--- config.mk ---
export PLATFORM = sky130hd
export DESIGN_NAME = half_duplex_uart_8n1
export DESIGN_NICKNAME = d
export VERILOG_FILES = /design/src/hw/rtl/hdu_pkg.sv /design/src/hw/rtl/hdu_core.sv /design/src/hw/rtl/hdu_out_reg.sv /design/src/hw/rtl/half_duplex_uart_8n1.sv
export SDC_FILE = /design/constraint.sdc
export NUM_CORES = 1
export LEC_CHECK = 0
export ABC_AREA = 1
export BUFFER_PORTS_ARGS = -buffer_cell sky130_fd_sc_hd__buf_4
export CORE_ASPECT_RATIO = 0.7
export CORE_UTILIZATION = 45
export CTS_BUF_LIST = sky130_fd_sc_hd__clkbuf_8
export DETAILED_ROUTE_END_ITERATION = 12
export PLACE_DENSITY = 0.68
export SETUP_SLACK_MARGIN = 0.3
export SLEW_MARGIN = 20
export SYNTH_ARGS = -nofsm -noshare
export SYNTH_HDL_FRONTEND = slang
export SYNTH_HIERARCHICAL = 1
export SYNTH_SLANG_ARGS = --single-unit
--- constraint.sdc ---
create_clock -name clk -period 6.18 [get_ports clk]
set_clock_uncertainty 0.15 [all_clocks]
set_input_delay 0.309 -clock clk [delete_from_list [all_inputs] [get_ports clk]]
set_output_delay 0.309 -clock clk [all_outputs]
set_load 0.1 [all_outputs]
--- src/hw/rtl/hdu_pkg.sv ---
// ----------------------------------------------------------------------------
// hdu_pkg: shared definitions for the half-duplex 8N1 UART
// Widths, reset values, register indexes and the result record that passes
// from the link core to the output stage.
// ----------------------------------------------------------------------------
package hdu_pkg;

  // Frame shape: start bit, data bits, stop bit.
  localparam int DATA_BITS  = 8;
  localparam int FRAME_BITS = DATA_BITS + 2;
  localparam int BITS_W     = $clog2(FRAME_BITS + 1);

  // Bit timer width.
  localparam int TICK_WIDTH = 16;

  // Configuration port.
  localparam int CFG_W     = 16;
  localparam int CFG_IDX_W = 1;
  localparam logic [CFG_IDX_W-1:0] REG_BIT_PERIOD  = 1'd0;
  localparam logic [CFG_IDX_W-1:0] REG_HALF_PERIOD = 1'd1;
  localparam logic [CFG_W-1:0] BIT_PERIOD_RST  = 16'd105;
  localparam logic [CFG_W-1:0] HALF_PERIOD_RST = 16'd52;

  // Stream payload widths, padded to whole bytes.
  localparam int IN_TDATA_W  = 16;
  localparam int OUT_TDATA_W = 16;

  typedef logic [TICK_WIDTH-1:0] tick_t;
  typedef logic [BITS_W-1:0]     bits_t;
  typedef logic [FRAME_BITS-1:0] frame_t;
  typedef logic [DATA_BITS-1:0]  data_t;

  // One result item per accepted tick.
  typedef struct packed {
    logic       tx_level;
    logic       tx_active;
    logic       rx_active;
    logic       byte_ready;
    logic [7:0] got_byte;
    logic       framing_error;
  } res_t;

  // A period register masked to the timer width; zero counts as one tick.
  function automatic tick_t load_period(input logic [CFG_W-1:0] p);
    tick_t v;
    v = tick_t'(p);
    return (v == '0) ? tick_t'(1) : v;
  endfunction

endpackage

--- src/hw/rtl/hdu_core.sv ---
// ----------------------------------------------------------------------------
// hdu_core: link state and per-tick update
// Holds the configuration registers and the transmit/receive state, and
// works out the next state and the result of one tick in a single pass.
// ----------------------------------------------------------------------------
module hdu_core (
  input  logic                           clk,
  input  logic                           rst_n,
  input  logic                           cfg_wen,
  input  logic [hdu_pkg::CFG_IDX_W-1:0]  cfg_index,
  input  logic [hdu_pkg::CFG_W-1:0]      cfg_wdata,
  input  logic                           step,
  input  logic                           rx_level,
  input  logic                           send_request,
  input  logic [7:0]                     send_byte,
  output hdu_pkg::res_t                  res
);

  typedef enum logic [1:0] {
    MODE_IDLE = 2'd0,
    MODE_TX   = 2'd1,
    MODE_RX   = 2'd2
  } mode_t;

  logic [hdu_pkg::CFG_W-1:0] bit_period_r;
  logic [hdu_pkg::CFG_W-1:0] half_period_r;

  mode_t           mode_r, mode_nxt;
  hdu_pkg::tick_t  tick_r, tick_nxt;
  hdu_pkg::bits_t  bits_r, bits_nxt;
  hdu_pkg::frame_t tx_shift_r, tx_shift_nxt;
  hdu_pkg::frame_t rx_shift_r, rx_shift_nxt;
  logic            prev_rx_r;
  logic            line_out_r, line_out_nxt;

  hdu_pkg::tick_t  tick_dec;
  hdu_pkg::data_t  tx_data;
  logic            ready;
  logic [7:0]      got;
  logic            ferr;

  // Next state for one tick.
  always_comb begin
    mode_nxt     = mode_r;
    tick_nxt     = tick_r;
    bits_nxt     = bits_r;
    tx_shift_nxt = tx_shift_r;
    rx_shift_nxt = rx_shift_r;
    line_out_nxt = line_out_r;
    ready        = 1'b0;
    got          = 8'd0;
    ferr         = 1'b0;
    tick_dec     = tick_r - hdu_pkg::tick_t'(1);
    tx_data      = hdu_pkg::data_t'(send_byte);

    if (mode_r == MODE_IDLE) begin
      // A falling receive edge takes priority over a transmit request.
      if (prev_rx_r && !rx_level) begin
        mode_nxt     = MODE_RX;
        tick_nxt     = hdu_pkg::load_period(half_period_r);
        bits_nxt     = hdu_pkg::bits_t'(hdu_pkg::FRAME_BITS);
        rx_shift_nxt = '0;
      end else if (send_request) begin
        mode_nxt     = MODE_TX;
        tick_nxt     = hdu_pkg::load_period(bit_period_r);
        bits_nxt     = hdu_pkg::bits_t'(hdu_pkg::FRAME_BITS);
        tx_shift_nxt = {1'b1, tx_data, 1'b0};
      end
    end else begin
      tick_nxt = tick_dec;
      if (tick_dec == '0) begin
        tick_nxt = hdu_pkg::load_period(bit_period_r);
        if (mode_r == MODE_TX) begin
          // Drive the next frame bit, or end the frame after the stop bit.
          if (bits_r == '0) begin
            mode_nxt     = MODE_IDLE;
            line_out_nxt = 1'b1;
          end else begin
            line_out_nxt = tx_shift_r[0];
            tx_shift_nxt = {1'b1, tx_shift_r[hdu_pkg::FRAME_BITS-1:1]};
            bits_nxt     = bits_r - hdu_pkg::bits_t'(1);
          end
        end else begin
          // Sample the line; the stop-bit sample completes the byte.
          rx_shift_nxt = {rx_level, rx_shift_r[hdu_pkg::FRAME_BITS-1:1]};
          if (bits_r != '0) begin
            bits_nxt = bits_r - hdu_pkg::bits_t'(1);
          end
          if (bits_nxt == '0) begin
            mode_nxt = MODE_IDLE;
            ready    = 1'b1;
            got      = 8'(rx_shift_nxt[hdu_pkg::DATA_BITS:1]);
            ferr     = rx_shift_nxt[0] | ~rx_shift_nxt[hdu_pkg::FRAME_BITS-1];
          end
        end
      end
    end
  end

  // Result of this tick, as seen after the update.
  always_comb begin
    res.tx_level      = line_out_nxt;
    res.tx_active     = (mode_nxt == MODE_TX);
    res.rx_active     = (mode_nxt == MODE_RX);
    res.byte_ready    = ready;
    res.got_byte      = got;
    res.framing_error = ferr;
  end

  // Configuration registers and link state.
  always_ff @(posedge clk) begin
    if (!rst_n) begin
      bit_period_r  <= hdu_pkg::BIT_PERIOD_RST;
      half_period_r <= hdu_pkg::HALF_PERIOD_RST;
      mode_r        <= MODE_IDLE;
      tick_r        <= '0;
      bits_r        <= '0;
      tx_shift_r    <= '1;
      rx_shift_r    <= '0;
      prev_rx_r     <= 1'b1;
      line_out_r    <= 1'b1;
    end else begin
      if (cfg_wen) begin
        unique case (cfg_index)
          hdu_pkg::REG_BIT_PERIOD:  bit_period_r  <= cfg_wdata;
          hdu_pkg::REG_HALF_PERIOD: half_period_r <= cfg_wdata;
        endcase
      end
      if (step) begin
        mode_r     <= mode_nxt;
        tick_r     <= tick_nxt;
        bits_r     <= bits_nxt;
        tx_shift_r <= tx_shift_nxt;
        rx_shift_r <= rx_shift_nxt;
        prev_rx_r  <= rx_level;
        line_out_r <= line_out_nxt;
      end
    end
  end

endmodule

--- src/hw/rtl/hdu_out_reg.sv ---
// ----------------------------------------------------------------------------
// hdu_out_reg: result register on the master side
// Holds one result until it is taken and lets a new tick in on the same
// cycle that the held result is transferred.
// ----------------------------------------------------------------------------
module hdu_out_reg (
  input  logic          clk,
  input  logic          rst_n,
  input  logic          in_valid,
  output logic          in_ready,
  input  hdu_pkg::res_t in_res,
  output logic          out_valid,
  input  logic          out_ready,
  output hdu_pkg::res_t out_res
);

  logic          valid_r;
  hdu_pkg::res_t res_r;

  // Space is free when the register is empty or is being emptied now.
  assign in_ready  = !valid_r || out_ready;
  assign out_valid = valid_r;
  assign out_res   = res_r;

  // Valid flag.
  always_ff @(posedge clk) begin
    if (!rst_n) begin
      valid_r <= 1'b0;
    end else if (in_ready) begin
      valid_r <= in_valid;
    end
  end

  // Payload.
  always_ff @(posedge clk) begin
    if (in_valid && in_ready) begin
      res_r <= in_res;
    end
  end

endmodule

--- src/hw/rtl/half_duplex_uart_8n1.sv ---
// ----------------------------------------------------------------------------
// half_duplex_uart_8n1: half-duplex 8N1 UART, one stream transfer per tick
// The result of a tick is registered and appears on the master side in the
// cycle after its input transfer. Throughput: one tick per cycle, limited
// only by the single result register when the master side stalls.
// Reset (rst_n, synchronous): line idle high, link idle, periods 105 and 52.
// ----------------------------------------------------------------------------
module half_duplex_uart_8n1 (
  input  logic                             clk,
  input  logic                             rst_n,
  // in_tdata: rx_level, send_request, send_byte[7:0], zero padding
  input  logic                             in_tvalid,
  output logic                             in_tready,
  input  logic [hdu_pkg::IN_TDATA_W-1:0]   in_tdata,
  // out_tdata: tx_level, tx_active, rx_active, byte_ready, got_byte[7:0],
  //            framing_error, zero padding
  output logic                             out_tvalid,
  input  logic                             out_tready,
  output logic [hdu_pkg::OUT_TDATA_W-1:0]  out_tdata,
  input  logic                             cfg_wen,
  input  logic [hdu_pkg::CFG_IDX_W-1:0]    cfg_index,
  input  logic [hdu_pkg::CFG_W-1:0]        cfg_wdata
);

  logic          step;
  hdu_pkg::res_t core_res;
  hdu_pkg::res_t hold_res;

  // A tick is taken on every slave-side transfer.
  assign step = in_tvalid && in_tready;

  hdu_core u_core (
    .clk          (clk),
    .rst_n        (rst_n),
    .cfg_wen      (cfg_wen),
    .cfg_index    (cfg_index),
    .cfg_wdata    (cfg_wdata),
    .step         (step),
    .rx_level     (in_tdata[0]),
    .send_request (in_tdata[1]),
    .send_byte    (in_tdata[9:2]),
    .res          (core_res)
  );

  hdu_out_reg u_out (
    .clk       (clk),
    .rst_n     (rst_n),
    .in_valid  (in_tvalid),
    .in_ready  (in_tready),
    .in_res    (core_res),
    .out_valid (out_tvalid),
    .out_ready (out_tready),
    .out_res   (hold_res)
  );

  // Pack the result fields, first field in the lowest bit.
  assign out_tdata = {3'b000, hold_res.framing_error, hold_res.got_byte,
                      hold_res.byte_ready, hold_res.rx_active,
                      hold_res.tx_active, hold_res.tx_level};

endmodule

# == Word-level counts from Yosys, hierarchy flattened ==
# Cells that the tools add are included.
# word_totals
inputBits,38
output_inout_bits,18
romBits,0
mem_bits_rw,0
ff_bits,90
wordCells,93
latch_bits,0
memories,0
# op_classes
bitwise,5
n_eq_ne,10
n_shift,0
reduce_logical,22
magnitude_cmp,0
multipliers,0
div,0
n_mux,38
n_addsub,2
# ops
operator,count
$mux 10,10
$mux 16,6
$logic_not 16->1,3
$mux 4,10
$sub 16x1->16 const B,1
$mux 2,7
$logic_not 4->1,2
$reduce_and 4->1,2
$ne 2x2->1 const B,3
$reduce_and 2->1,3
$reduce_and 6->1,1
$mux 1,5
$eq 2x1->1 const B,2
$ne 2x1->1 const B,2
$not 1->1,4
$reduce_bool 2->1,2
$reduce_bool 4->1,1
$reduce_or 4->1,1
$sub 4x1->4 const B,1
$ne 3x2->1 const B,1
$ne 3x3->1 const B,1
$reduce_or 3->1,1
$eq 2x2->1 const B,1
$logic_and 1x1->1,2
4 further kinds,5

# == Depth between registers and ports, before layout ==
# Gate-level depths: netlist of the first run.
# depth
ltp_word,11
mapped_depth,17
mapped_depth_nobuf,16

# == By module ==
# The synthesis of the first run kept the hierarchy.
# by_module_without_submodules
mod,cells_per_inst,seq_area_each_um2,area_each_um2,instances
hdu_core,662,1481.4,4339.2,1
hdu_out_reg,20,410.4,441.7,1
half_duplex_uart_8n1,6,0.0,33.8,1

# == Least setup slack after synthesis of the first run ==
# OpenSTA, ideal clock, no wires.
# synth_path
path_type,reg-to-reg
startpoint,register u_out.valid_r (netlist: u_out/out_valid)
endpoint,register u_core.tick_r[15]
n_path_buf,1
path_stages_with_launch,9
synth_period_minus_slack_ns,2.650
setup_ns,0.124
required_time_ns,5.906
path_slack_ns,3.530
t_arrival_ns,2.376
cell_sequence,dfxtp_1 > nand2_2 > nand2_1 > inv_1 > o21ai_4 > inv_2 > clkbuf_1 > o21ai_0 > a21oi_1
# synth_between
elab_chain_cells,4
# synth_rtl
element,line_no,text
from (decl),hdu_out_reg.sv:17,logic valid_r;
from (signal assigned),hdu_out_reg.sv:30,valid_r <= in_valid;
$logic_not 1->1,hdu_out_reg.sv:21,assign in_ready = !valid_r || out_ready;
$logic_or 1x1->1,hdu_out_reg.sv:21,
via in_tready,half_duplex_uart_8n1.sv:13,"output logic in_tready,"
$logic_and 1x1->1,half_duplex_uart_8n1.sv:30,assign step = in_tvalid && in_tready;
via step,half_duplex_uart_8n1.sv:25,logic step;
$reduce_and 2->1 (no line),--,
to (signal assigned),hdu_core.sv:131,tick_r <= tick_nxt;
to (decl),hdu_core.sv:29,"hdu_pkg::tick_t tick_r, tick_nxt;"
# The timed path passes the listed nets, and every way through them passes these cells.
# A chain may end at the register's enable or synchronous reset.

# == Worst setup path in the final report of the first run ==
# layout_path
startpoint,register u_core.mode_r[1]
endpoint,register u_core.bits_r[1]
# layout_between
elab_chain_cells,4
word_cells_on_any_way,9
classes_between,eq/ne: 3; mux: 3; reduce/logical: 3
# layout_rtl
element,line_no,text
from (decl),hdu_core.sv:28,"mode_t mode_r, mode_nxt;"
from (signal assigned),hdu_core.sv:130,mode_r <= mode_nxt;
$eq 2x1->1,hdu_core.sv:73,if (mode_r == MODE_TX) begin
$mux 4,hdu_core.sv:73,
$mux 4,hdu_core.sv:71,if (tick_dec == '0) begin
$mux 4,hdu_core.sv:56,if (mode_r == MODE_IDLE) begin
to (signal assigned),hdu_core.sv:132,bits_r <= bits_nxt;
to (decl),hdu_core.sv:30,"hdu_pkg::bits_t bits_r, bits_nxt;"
# Parallel ways exist; a longest one is shown, timed or not. The select of a mux whose other input is x is not followed.

==> reports/results.ini, run 1 <==
[floorplanning]
io_pins=56
die_x_um=126
start_util=0.465
die_h_um=88.5
core.rowCount=31
design.core.area_mm2=0.0104
die-area_mm2=0.0111

[yosys]
synth_enable_flop_cells=13
adder_cell_share_of_the_synthesized_area=0.00780
synthCells=688
largest_family_of_logic_cells_by_synthesized_area=simple AND/OR/NAND/NOR gates
synth.lib_cells_used.distinct=44
syn-cell-area_mm2=0.00481
area_fraction_in_compound_gates_after_synthesis=0.139
synth.area.mux_share=0
synth-main-ff-cell=sky130_fd_sc_hd__dfxtp_1
post_synth_xor_xnor_area=0.0109
syn_avg_cell_area_um2=7.00
yosys.area_share.simple=0.357
ys_warn_count=6
synth-async-reset-ratio=0
synth_sequential_area_ratio=0.393
ys_ff_latch=88

[placement]
place.gp.congestion=0.876
dp.final_hpwl_um=8730
place_ws_ns=2.60
numPortBuffers=46

[setup_path]
critical_path_slowest_stage_cell=sky130_fd_sc_hd__nor2_2
cp.buffers_inverters=3
critical_path.top_delay_family=simple AND/OR/NAND/NOR gates
worst_setup_path_end_kind=flop
critical-path-max-stage-delay_ns=0.65
worst_setup_path_start_kind=flop
cp_data_required_time_ns=6.28
worstPathCellList=nor2_4 -> inv_2 -> nor2_2 -> inv_1 -> o21ai_4 -> inv_2 -> nand3_1 -> nand2_1 -> nand2_1 -> nor2_1
worst-setup-path-type=flop to flop
critical_path_arrival_ns=3.77
worstPathMaxFanout=32

[power]
clkPwrFrac=0.260
share_seq_of_total_power=0.435
power-per-cell-area_mw_per_mm2=282
reported_leakage_power_nw=2.46
comb_power_share=0.305
power_switching_share=0.394
max_rail_drop_vdd_uv=224
report.power.total_w=0.00153
net-switching-power_w=0.000602
internal_power_w=0.000926

[timing]
tightest_slew_ns=0.785
min_period_over_period=0.594
setup_ws_ns=2.51
fin_crit_ns=3.67
rsz0062_at_grt=no
setup_viol=0
finalMaxSlewViolations=0
clock.fmax_mhz=272
worst_slew_margin_rel=0.475
fin_tns_setup_ns=0
final_hold_viol_count=0

[clocking]
tritoncts=yes
cts.reportedPaths.clkPinSlew_ns=0.11
cts.repair_timing.setup_buffer_count=0
insertion_delay_ns=0.37
cts_inserted_buffers=9
cts.repair.resized=0
cts-htree-levels=3
cts_root_buffer=sky130_fd_sc_hd__clkbuf_8
cts_sinks=88
number_of_buffers_on_the_longest_clock_path=2

[route]
drt.antenna.violating_nets=0
initialDrtViolationCount=376
detail_route.wirelength_um=12400
wl_per_cell_um=14.5
post_drt_via_cell_ratio=5.37
drt_pre_antenna_iters=5
highest_routing_layer_actually_used=met4
met3_length_um=870
routed-wl-met2_um=4980
routed-via-count=4600
drc=0
wl_met1_um=6410

[worst_hold_path]
hold_path_class=input pin to flop

[global_routing]
grtUsageTotal=0.228
grt_pass1_wl_um=19500
global_route.overflow_total=0
antenna_violations_before_repair=0
maximum_number_of_pins_on_one_net_before_global_route_repair=65
grt_pass1_vias=3835

[final_layout]
area.growth.synth_to_final_pct=12.7
final_common_cell=sky130_fd_sc_hd__nand2_1
layout-drive-gt1-share=0.149
antenna_cells=0
fin_nets=760
layout_common_cells=sky130_fd_sc_hd__nand2_1, sky130_fd_sc_hd__nor2_1, sky130_fd_sc_hd__dfxtp_1

[job]
max_cap_viols=0

[run_status]
status=complete, no violations

[cell usage after synthesis, types with 2 or more instances]
| cell type | instances | area share |
|---|---|---|
| sky130_fd_sc_hd__buf_2 | 7 | 0.0073 |
| sky130_fd_sc_hd__nor2_4 | 8 | 0.019 |
| sky130_fd_sc_hd__a22oi_1 | 2 | 0.0031 |
| sky130_fd_sc_hd__buf_4 | 7 | 0.011 |
| sky130_fd_sc_hd__nor2_1 | 106 | 0.083 |
| sky130_fd_sc_hd__clkbuf_1 | 19 | 0.015 |
| sky130_fd_sc_hd__nor3_1 | 4 | 0.0042 |
| sky130_fd_sc_hd__edfxtp_1 | 13 | 0.081 |
| sky130_fd_sc_hd__xor2_1 | 4 | 0.0073 |
| sky130_fd_sc_hd__nor3_2 | 6 | 0.012 |
| sky130_fd_sc_hd__o21ai_0 | 52 | 0.054 |
| sky130_fd_sc_hd__a21oi_1 | 36 | 0.037 |
| sky130_fd_sc_hd__nand3b_1 | 6 | 0.0094 |
| sky130_fd_sc_hd__a221oi_1 | 12 | 0.022 |
| sky130_fd_sc_hd__ha_1 | 3 | 0.0078 |
| sky130_fd_sc_hd__nand3_4 | 2 | 0.0073 |
| sky130_fd_sc_hd__inv_2 | 5 | 0.0039 |
| sky130_fd_sc_hd__nor2_2 | 8 | 0.010 |
| sky130_fd_sc_hd__nand3_1 | 38 | 0.040 |
| sky130_fd_sc_hd__o211ai_1 | 2 | 0.0031 |
| sky130_fd_sc_hd__nand2_1 | 154 | 0.12 |
| sky130_fd_sc_hd__inv_1 | 67 | 0.052 |
| sky130_fd_sc_hd__nor4_1 | 5 | 0.0065 |
| sky130_fd_sc_hd__xnor2_1 | 2 | 0.0036 |
| sky130_fd_sc_hd__nand2_4 | 3 | 0.0070 |
| sky130_fd_sc_hd__nand2_2 | 6 | 0.0078 |
| sky130_fd_sc_hd__dfxtp_1 | 75 | 0.31 |
| sky130_fd_sc_hd__nand4_1 | 20 | 0.026 |
[power by group through the flow]
stage	combinational, W	clock (W)	sequential, W
floorplan	0.000327	0	0.000699
global placement	0.000445	0	0.000674
detailed placement	0.000454	0	0.000676
CTS	0.000459	0.000409	0.000663
global route	0.000514	0.000434	0.000669
finish	0.000467	0.000397	0.000665
[area by class of cell]
type	instances	area, um^2
tap	132	165
multi-input combinational	495	2490
clock inverter	7	68.8
inverter	72	270
fill	997	4930
sequential	88	1890
clock buffer	9	124
timing repair buffer	53	415
[repair_timing]
action,in CTS,in global routing
hold endpoints to repair,8,0
hold buffers,7,0
setup endpoints to repair,0,0
[through the flow]
stage	util	instance area (um^2)	hold slack (ns)	std cells
finish	0.524	5430	0.0324	856
global route	0.524	5430	0.0225	856
CTS	0.523	5420	0.00803	856
detailed placement	0.498	5160	0.294	833
global placement	0.498	5160	0.287	833
floorplan	-	4820	0.272	690
[path summary, 6_finish.rpt]
kind	start	endpoint	slack [ns]	cells past startpoint
max	u_core/mode_r[1]	u_core/bits_r[1]	2.51	10
min	cfg_wdata[7]	u_core/bit_period_r[7]	0.03	3
max reg2reg	u_core/mode_r[1]	u_core/bits_r[1]	2.51	10
min reg2reg	u_core/tx_shift_r[2]	u_core/tx_shift_r[2]	0.32	2
[metal layers]
layer,global-route usage,up-vias
met4,0.0665,0
met3,0.0484,8
met1,0.343,2122
met2,0.322,160
li1,-,2310
met5,0,-
[cell families after synthesis]
| kind of cell | count (synthesis) |
|---|---|
| and+or+nand+nor | 369 |
| other | 1 |
| DFF | 88 |
| adders and majority gates | 3 |
| buffers and inverters | 107 |
| AOI/OAI and AO/OA | 114 |
| xor gates and xnor gates | 6 |
[worst register-to-register path, stage by stage, from the launching register on]
cell	delay, ns
sky130_fd_sc_hd__dfxtp_1	0.41
sky130_fd_sc_hd__nor2_4	0.46
sky130_fd_sc_hd__inv_2	0.41
sky130_fd_sc_hd__nor2_2	0.65
sky130_fd_sc_hd__inv_1	0.25
sky130_fd_sc_hd__o21ai_4	0.53
sky130_fd_sc_hd__inv_2	0.28
sky130_fd_sc_hd__nand3_1	0.24
sky130_fd_sc_hd__nand2_1	0.07
sky130_fd_sc_hd__nand2_1	0.06
sky130_fd_sc_hd__nor2_1	0.04
[registers in the layout (all words and copies together) (netlist names)]
register / flops
u_core/prev_rx_r: 1
u_core/tick_r: 16
u_out/out_valid: 1
u_core/bits_r: 4
u_core/mode_r: 2
u_out/out_res: 13
u_core/bit_period_r: 16
u_core/rx_shift_r: 9
u_core/line_out_r: 1
u_core/tx_shift_r: 9
u_core/half_period_r: 16
Note: power is estimated with default switching activity, not from simulation.
==> run 2, diff against run 1 <==
--- a/config.mk
+++ b/config.mk
@@ -5,7 +5,7 @@
 export SDC_FILE = /design/constraint.sdc
 export NUM_CORES = 1
 export LEC_CHECK = 0
-export ABC_AREA = 1
+export ABC_AREA = 0
 export BUFFER_PORTS_ARGS = -buffer_cell sky130_fd_sc_hd__buf_4
 export CORE_ASPECT_RATIO = 0.7
 export CORE_UTILIZATION = 45
==> constraint.sdc (replaced) <==
create_clock -name clk -period 3.67 [get_ports clk]
set_clock_uncertainty 0.15 [all_clocks]
set_input_delay 0.1835 -clock clk [delete_from_list [all_inputs] [get_ports clk]]
set_output_delay 0.1835 -clock clk [all_outputs]
set_load 0.1 [all_outputs]
==> reports/results.ini, run 2 <==
[setup_path]
worst-setup-path-type=flop to flop
cp_data_required_time_ns=3.78
critical-path-max-stage-delay_ns=0.52
worst_setup_path_start_kind=flop
worstPathMaxFanout=9
critical_path_arrival_ns=3.22
worst_setup_path_end_kind=flop
critical_path_slowest_stage_cell=sky130_fd_sc_hd__a41o_1
worstPathCellList=inv_1 -> ha_1 -> or3b_1 -> o32ai_1 -> a22oi_2 -> nor3b_1 -> a41o_1 -> nand3_1 -> a32o_1

[yosys]
ys_ff_latch=88
syn_avg_cell_area_um2=8.89
synth-async-reset-ratio=0
synth-main-ff-cell=sky130_fd_sc_hd__dfxtp_1
most_frequent_cell_after_synthesis=sky130_fd_sc_hd__nand2_1
synthCells=514
yosys-top-cells-area=sky130_fd_sc_hd__dfxtp_1, sky130_fd_sc_hd__edfxtp_1, sky130_fd_sc_hd__nand2_1
synth_top_area_share=0.329
yosys.area.top_type=sky130_fd_sc_hd__dfxtp_1
syn-cell-area_mm2=0.00457
synth_sequential_area_ratio=0.414
synth_enable_flop_cells=13
synth.cells.most_frequent=sky130_fd_sc_hd__nand2_1, sky130_fd_sc_hd__dfxtp_1, sky130_fd_sc_hd__nor2_1
ys_warn_count=6
synth.lib_cells_used.distinct=72

[power]
reported_leakage_power_nw=2.10
max_rail_drop_vdd_uv=250
power-per-cell-area_mw_per_mm2=443
report.power.total_w=0.00238

[route]
routed-via-count=4037
drt_pre_antenna_iters=5
post_drt_via_cell_ratio=5.76
drt.antenna.violating_nets=0
initialDrtViolationCount=270
wl_per_cell_um=16.7
drc=0
detail_route.wirelength_um=11700

[final_layout]
layout-drive-gt1-share=0.148
layout_common_cells=sky130_fd_sc_hd__nand2_1, sky130_fd_sc_hd__dfxtp_1, sky130_fd_sc_hd__buf_4
final_util=0.549
fin_nets=609
biggestRegsByFlops=u_core/bit_period_r x16, u_core/half_period_r x16, u_core/tick_r x16
final_common_cell=sky130_fd_sc_hd__nand2_1
area.growth.synth_to_final_pct=17.8
final_area_mm2=0.00538
final.fill_count=862
antenna_cells=0

[timing]
worst_slew_margin_rel=0.521
rsz0062_at_grt=no
finalMaxSlewViolations=0
fin_worst_hold_slack_ns=0.100
clock.fmax_mhz=321
fin_crit_ns=3.12
min_period_over_period=0.850
final_hold_viol_count=0
fin_tns_setup_ns=0
setup_viol=0
tightest_slew_ns=0.718

[worst_hold_path]
hold_path_class=input pin to flop

[clocking]
cts.reportedPaths.clkPinSlew_ns=0.09
cts_inserted_buffers=9
cts-htree-levels=3
number_of_buffers_on_the_longest_clock_path=2
cts_root_buffer=sky130_fd_sc_hd__clkbuf_8
cts_sinks=88
insertion_delay_ns=0.36
tritoncts=yes

[floorplanning]
core.rowCount=30
die_x_um=122
start_util=0.466
die_h_um=86.3
design.core.area_mm2=0.00980
io_pins=56
die-area_mm2=0.0106

[run_status]
status=complete, no violations

[global_routing]
antenna_violations_before_repair=0
grt_pass1_wl_um=18900
grtUsageTotal=0.231
maximum_number_of_pins_on_one_net_before_global_route_repair=77
global_route.overflow_total=0
grt_pass1_vias=3700

[placement]
numPortBuffers=46
dp.final_hpwl_um=8220
placement.cell_area_mm2=0.00492
place.gp.congestion=0.893

[job]
max_cap_viols=0

## run 2: path summary, 6_finish.rpt
kind	from	endpoint	slack, ns	depth (start not counted)
setup / recovery	u_core/tick_r[1]	u_core/tick_r[7]	0.55	9
hold / removal	cfg_index	u_core/bit_period_r[1]	0.10	4
setup reg to reg	u_core/tick_r[1]	u_core/tick_r[7]	0.55	9
hold reg to reg	u_core/rx_shift_r[4]	u_core/rx_shift_r[3]	0.34	1
## run 2: kinds of logic after synthesis
logic type / Yosys count / synth area share
AO/OA/AOI/OAI: 131 / 0.222
XOR/XNOR: 15 / 0.0288
adder cells (fa/ha/maj): 3 / 0.00822
buffers and inverters: 48 / 0.0531
flip-flops: 88 / 0.414
multiplexers: 14 / 0.0307
other: 1 / 0.000821
AND/OR/NAND/NOR: 214 / 0.242
## run 2: area by class of cell
class                           instances  area [um^2]  area share
Multi-Input combinational cell        380         2460       0.458
Sequential cell                        88         1890       0.352
Timing Repair Buffer                   78          653       0.121
Tap cell                              128          160      0.0298
Clock buffer                           10          138      0.0256
Inverter                               11         41.3     0.00767
Clock inverter                          6         35.0     0.00651
## run 2: report_power, final
group	switching, W	internal [W]	total, W
clock	0.000348	0.000261	0.000609
sequential	0.0000726	0.00103	0.00110
combinational	0.000411	0.000259	0.000670
## run 2: timing repair
item	in CTS	in global routing
buffers inserted	0	0
hold endpoints to repair	43	0
gates resized for setup	0	3
hold buffers	27	0
endpoints found under the setup margin	0	25
## run 2: critical path: cells and delay by family (launching register included)
kind	cells	cell delay (ns)
AO/OA/AOI/OAI	4	1.29
AND/OR/NAND/NOR	3	0.87
flip-flops	1	0.40
adder cells (fa/ha/maj)	1	0.19
buffers and inverters	1	0.11
## run 2: stage by stage
stage                     worst slack (ns)  instances
after floorplan                      0.716        516
after global routing                 0.342        701
after CTS                            0.472        701
final                                0.551        701
after detailed placement             0.495        658
after global placement               0.561        658
## run 2: routing by layer
metal	global-route usage	wire (um)
met3	0.0434	908
met1	0.348	5650
met4	0.0721	159
met2	0.326	4980
met5	0	0
==> run 3, diff against run 2 <==
--- a/config.mk
+++ b/config.mk
@@ -11,7 +11,7 @@
 export CORE_UTILIZATION = 45
 export CTS_BUF_LIST = sky130_fd_sc_hd__clkbuf_8
 export DETAILED_ROUTE_END_ITERATION = 12
-export PLACE_DENSITY = 0.68
+export PLACE_DENSITY = 0.71
 export SETUP_SLACK_MARGIN = 0.3
 export SLEW_MARGIN = 20
 export SYNTH_ARGS = -nofsm -noshare
==> constraint.sdc (replaced) <==
create_clock -name clk -period 2.6 [get_ports clk]
set_clock_uncertainty 0.15 [all_clocks]
set_input_delay 0.13 -clock clk [delete_from_list [all_inputs] [get_ports clk]]
set_output_delay 0.13 -clock clk [all_outputs]
set_load 0.1 [all_outputs]
==> reports/results.ini, run 3 (synthesis gave the netlist of run 2 again) <==
[route]
drc=0
post_drt_via_cell_ratio=5.87
drt_pre_antenna_iters=5
initialDrtViolationCount=311
drt.antenna.violating_nets=0
wl_per_cell_um=18.2
detail_route.wirelength_um=13700
routed-via-count=4433

[timing]
tightest_slew_ns=0.635
setup_viol=26
worst_slew_margin_rel=0.576
finalMaxSlewViolations=0
min_period_over_period=1.02
final_hold_viol_count=0
fin_worst_hold_slack_ns=0.0662
setup_ws_ns=-0.0616
clock.fmax_mhz=376
rsz0062_at_grt=yes
fin_crit_ns=2.66

[setup_path]
worst-setup-path-type=flop to flop
critical_path_arrival_ns=2.76
cp.buffers_inverters=2
critical_path_slowest_stage_cell=sky130_fd_sc_hd__or4_4
worstPathCellList=or4_4 -> buf_6 -> o32ai_4 -> a22oi_2 -> buf_4 -> nor3_4 -> nand2_2 -> a211o_4 -> a32o_1
worstPathMaxFanout=5
worst_setup_path_start_kind=flop
cp_data_required_time_ns=2.70
critical-path-max-stage-delay_ns=0.58
worst_setup_path_end_kind=flop
worst_r2r_startpoint=u_core/tick_r[0]
critical_path.top_delay_family=simple AND/OR/NAND/NOR gates
critPathLaunch=u_core/tick_r[0]

[floorplanning]
die_x_um=122
die-area_mm2=0.0106
die_h_um=86.3
design.core.area_mm2=0.00980
core.rowCount=30
start_util=0.466
io_pins=56

[final_layout]
fin_nets=663
multiInputGateArea_mm2=0.00280
final.fill_count=754
ff_latch_area_mm2=0.00190
layout_common_cells=sky130_fd_sc_hd__nand2_1, sky130_fd_sc_hd__buf_4, sky130_fd_sc_hd__dfxtp_1
antenna_cells=0
area.growth.synth_to_final_pct=36.8
final_common_cell=sky130_fd_sc_hd__nand2_1
biggestRegsByFlops=u_core/bit_period_r x16, u_core/half_period_r x16, u_core/tick_r x16
layout-drive-gt1-share=0.305

[power]
reported_leakage_power_nw=2.47
share_seq_of_total_power=0.388
net-switching-power_w=0.00141
report.power.total_w=0.00399
power-per-cell-area_mw_per_mm2=638
comb_power_share=0.366
power_switching_share=0.354
max_rail_drop_vdd_uv=348
internal_power_w=0.00258
clkPwrFrac=0.246

[global_routing]
grtUsageTotal=0.273
global_route.overflow_total=0
grt_pass1_wl_um=22000
maximum_number_of_pins_on_one_net_before_global_route_repair=63
grt_pass1_vias=4167
antenna_violations_before_repair=0

[worst_hold_path]
min-delay-start=rst_n
hold_path_class=input pin to flop

[clocking]
insertion_delay_ns=0.37
cts_inserted_buffers=9
cts.reportedPaths.clkPinSlew_ns=0.10
tritoncts=yes
cts_sinks=88
cts-htree-levels=3
cts_root_buffer=sky130_fd_sc_hd__clkbuf_8
number_of_buffers_on_the_longest_clock_path=2

[run_status]
violated_checks=setup timing
status=finished with violations

[placement]
place.gp.congestion=0.937
place_ws_ns=-0.142
numPortBuffers=46
dp.final_hpwl_um=8990

[job]
max_cap_viols=0

==> run 3: final timing paths <==
kind / to / slack, ns / depth (start not counted)
setup / recovery: u_core/rx_shift_r[8] / -0.06 / 9
setup reg to reg: u_core/rx_shift_r[8] / -0.06 / 9
hold reg to reg: u_core/half_period_r[14] / 0.33 / 2
hold / removal: u_core/prev_rx_r / 0.07 / 2
==> run 3: cell type report <==
type,count,share of cell area
Clock buffer,9,0.0198
Clock inverter,7,0.0124
Inverter,11,0.00740
Multi-Input combinational cell,381,0.448
Sequential cell,88,0.304
Tap cell,128,0.0256
Timing Repair Buffer,131,0.182
==> run 3: worst reg2reg max path, delay by kind of cell (launching register included) <==
family                 cells  cell delay (ns)
and+or+nand+nor            3             0.90
AOI/OAI and AO/OA          4             0.81
DFF                        1             0.38
buffers and inverters      2             0.31
==> run 3: per-layer routing <==
metal	GRT usage	part of all wire	vias up
li1	-	-	2084
met1	0.394	0.47	2145
met2	0.411	0.45	182
met3	0.0487	0.071	22
met4	0.0865	0.017	0
met5	0	0	-
==> run 3: metrics by stage <==
stage	util	setup TNS, ns	area [um^2]	std cells
4_1_cts	0.623	-1.01	6100	753
3_3_place_gp	0.539	-2.28	5290	697
2_1_floorplan	-	-0.807	4650	516
6_report	0.638	-0.736	6250	755
5_1_grt	0.638	-5.44	6250	755
3_5_place_dp	0.539	-3.27	5290	697
==> run 3: power by group through the flow <==
| stage | clock [W] | combinational, W | sequential, W |
|---|---|---|---|
| after global routing | 0.00104 | 0.00155 | 0.00156 |
| after global placement | 0 | 0.00111 | 0.00156 |
| after detailed placement | 0 | 0.00113 | 0.00157 |
| after CTS | 0.000989 | 0.00136 | 0.00154 |
| after floorplan | 0 | 0.000656 | 0.00163 |
| final | 0.000980 | 0.00146 | 0.00155 |
==> run 3: repair_timing <==
item / CTS / global route
buffers inserted: 11 / 2
pin swaps: 35 / 17
resized for setup: 49 / 26
cloned: 2 / 0
hold endpoints to repair: 44 / 0
endpoints found under the setup margin: 54 / 54
hold buffers: 27 / 0
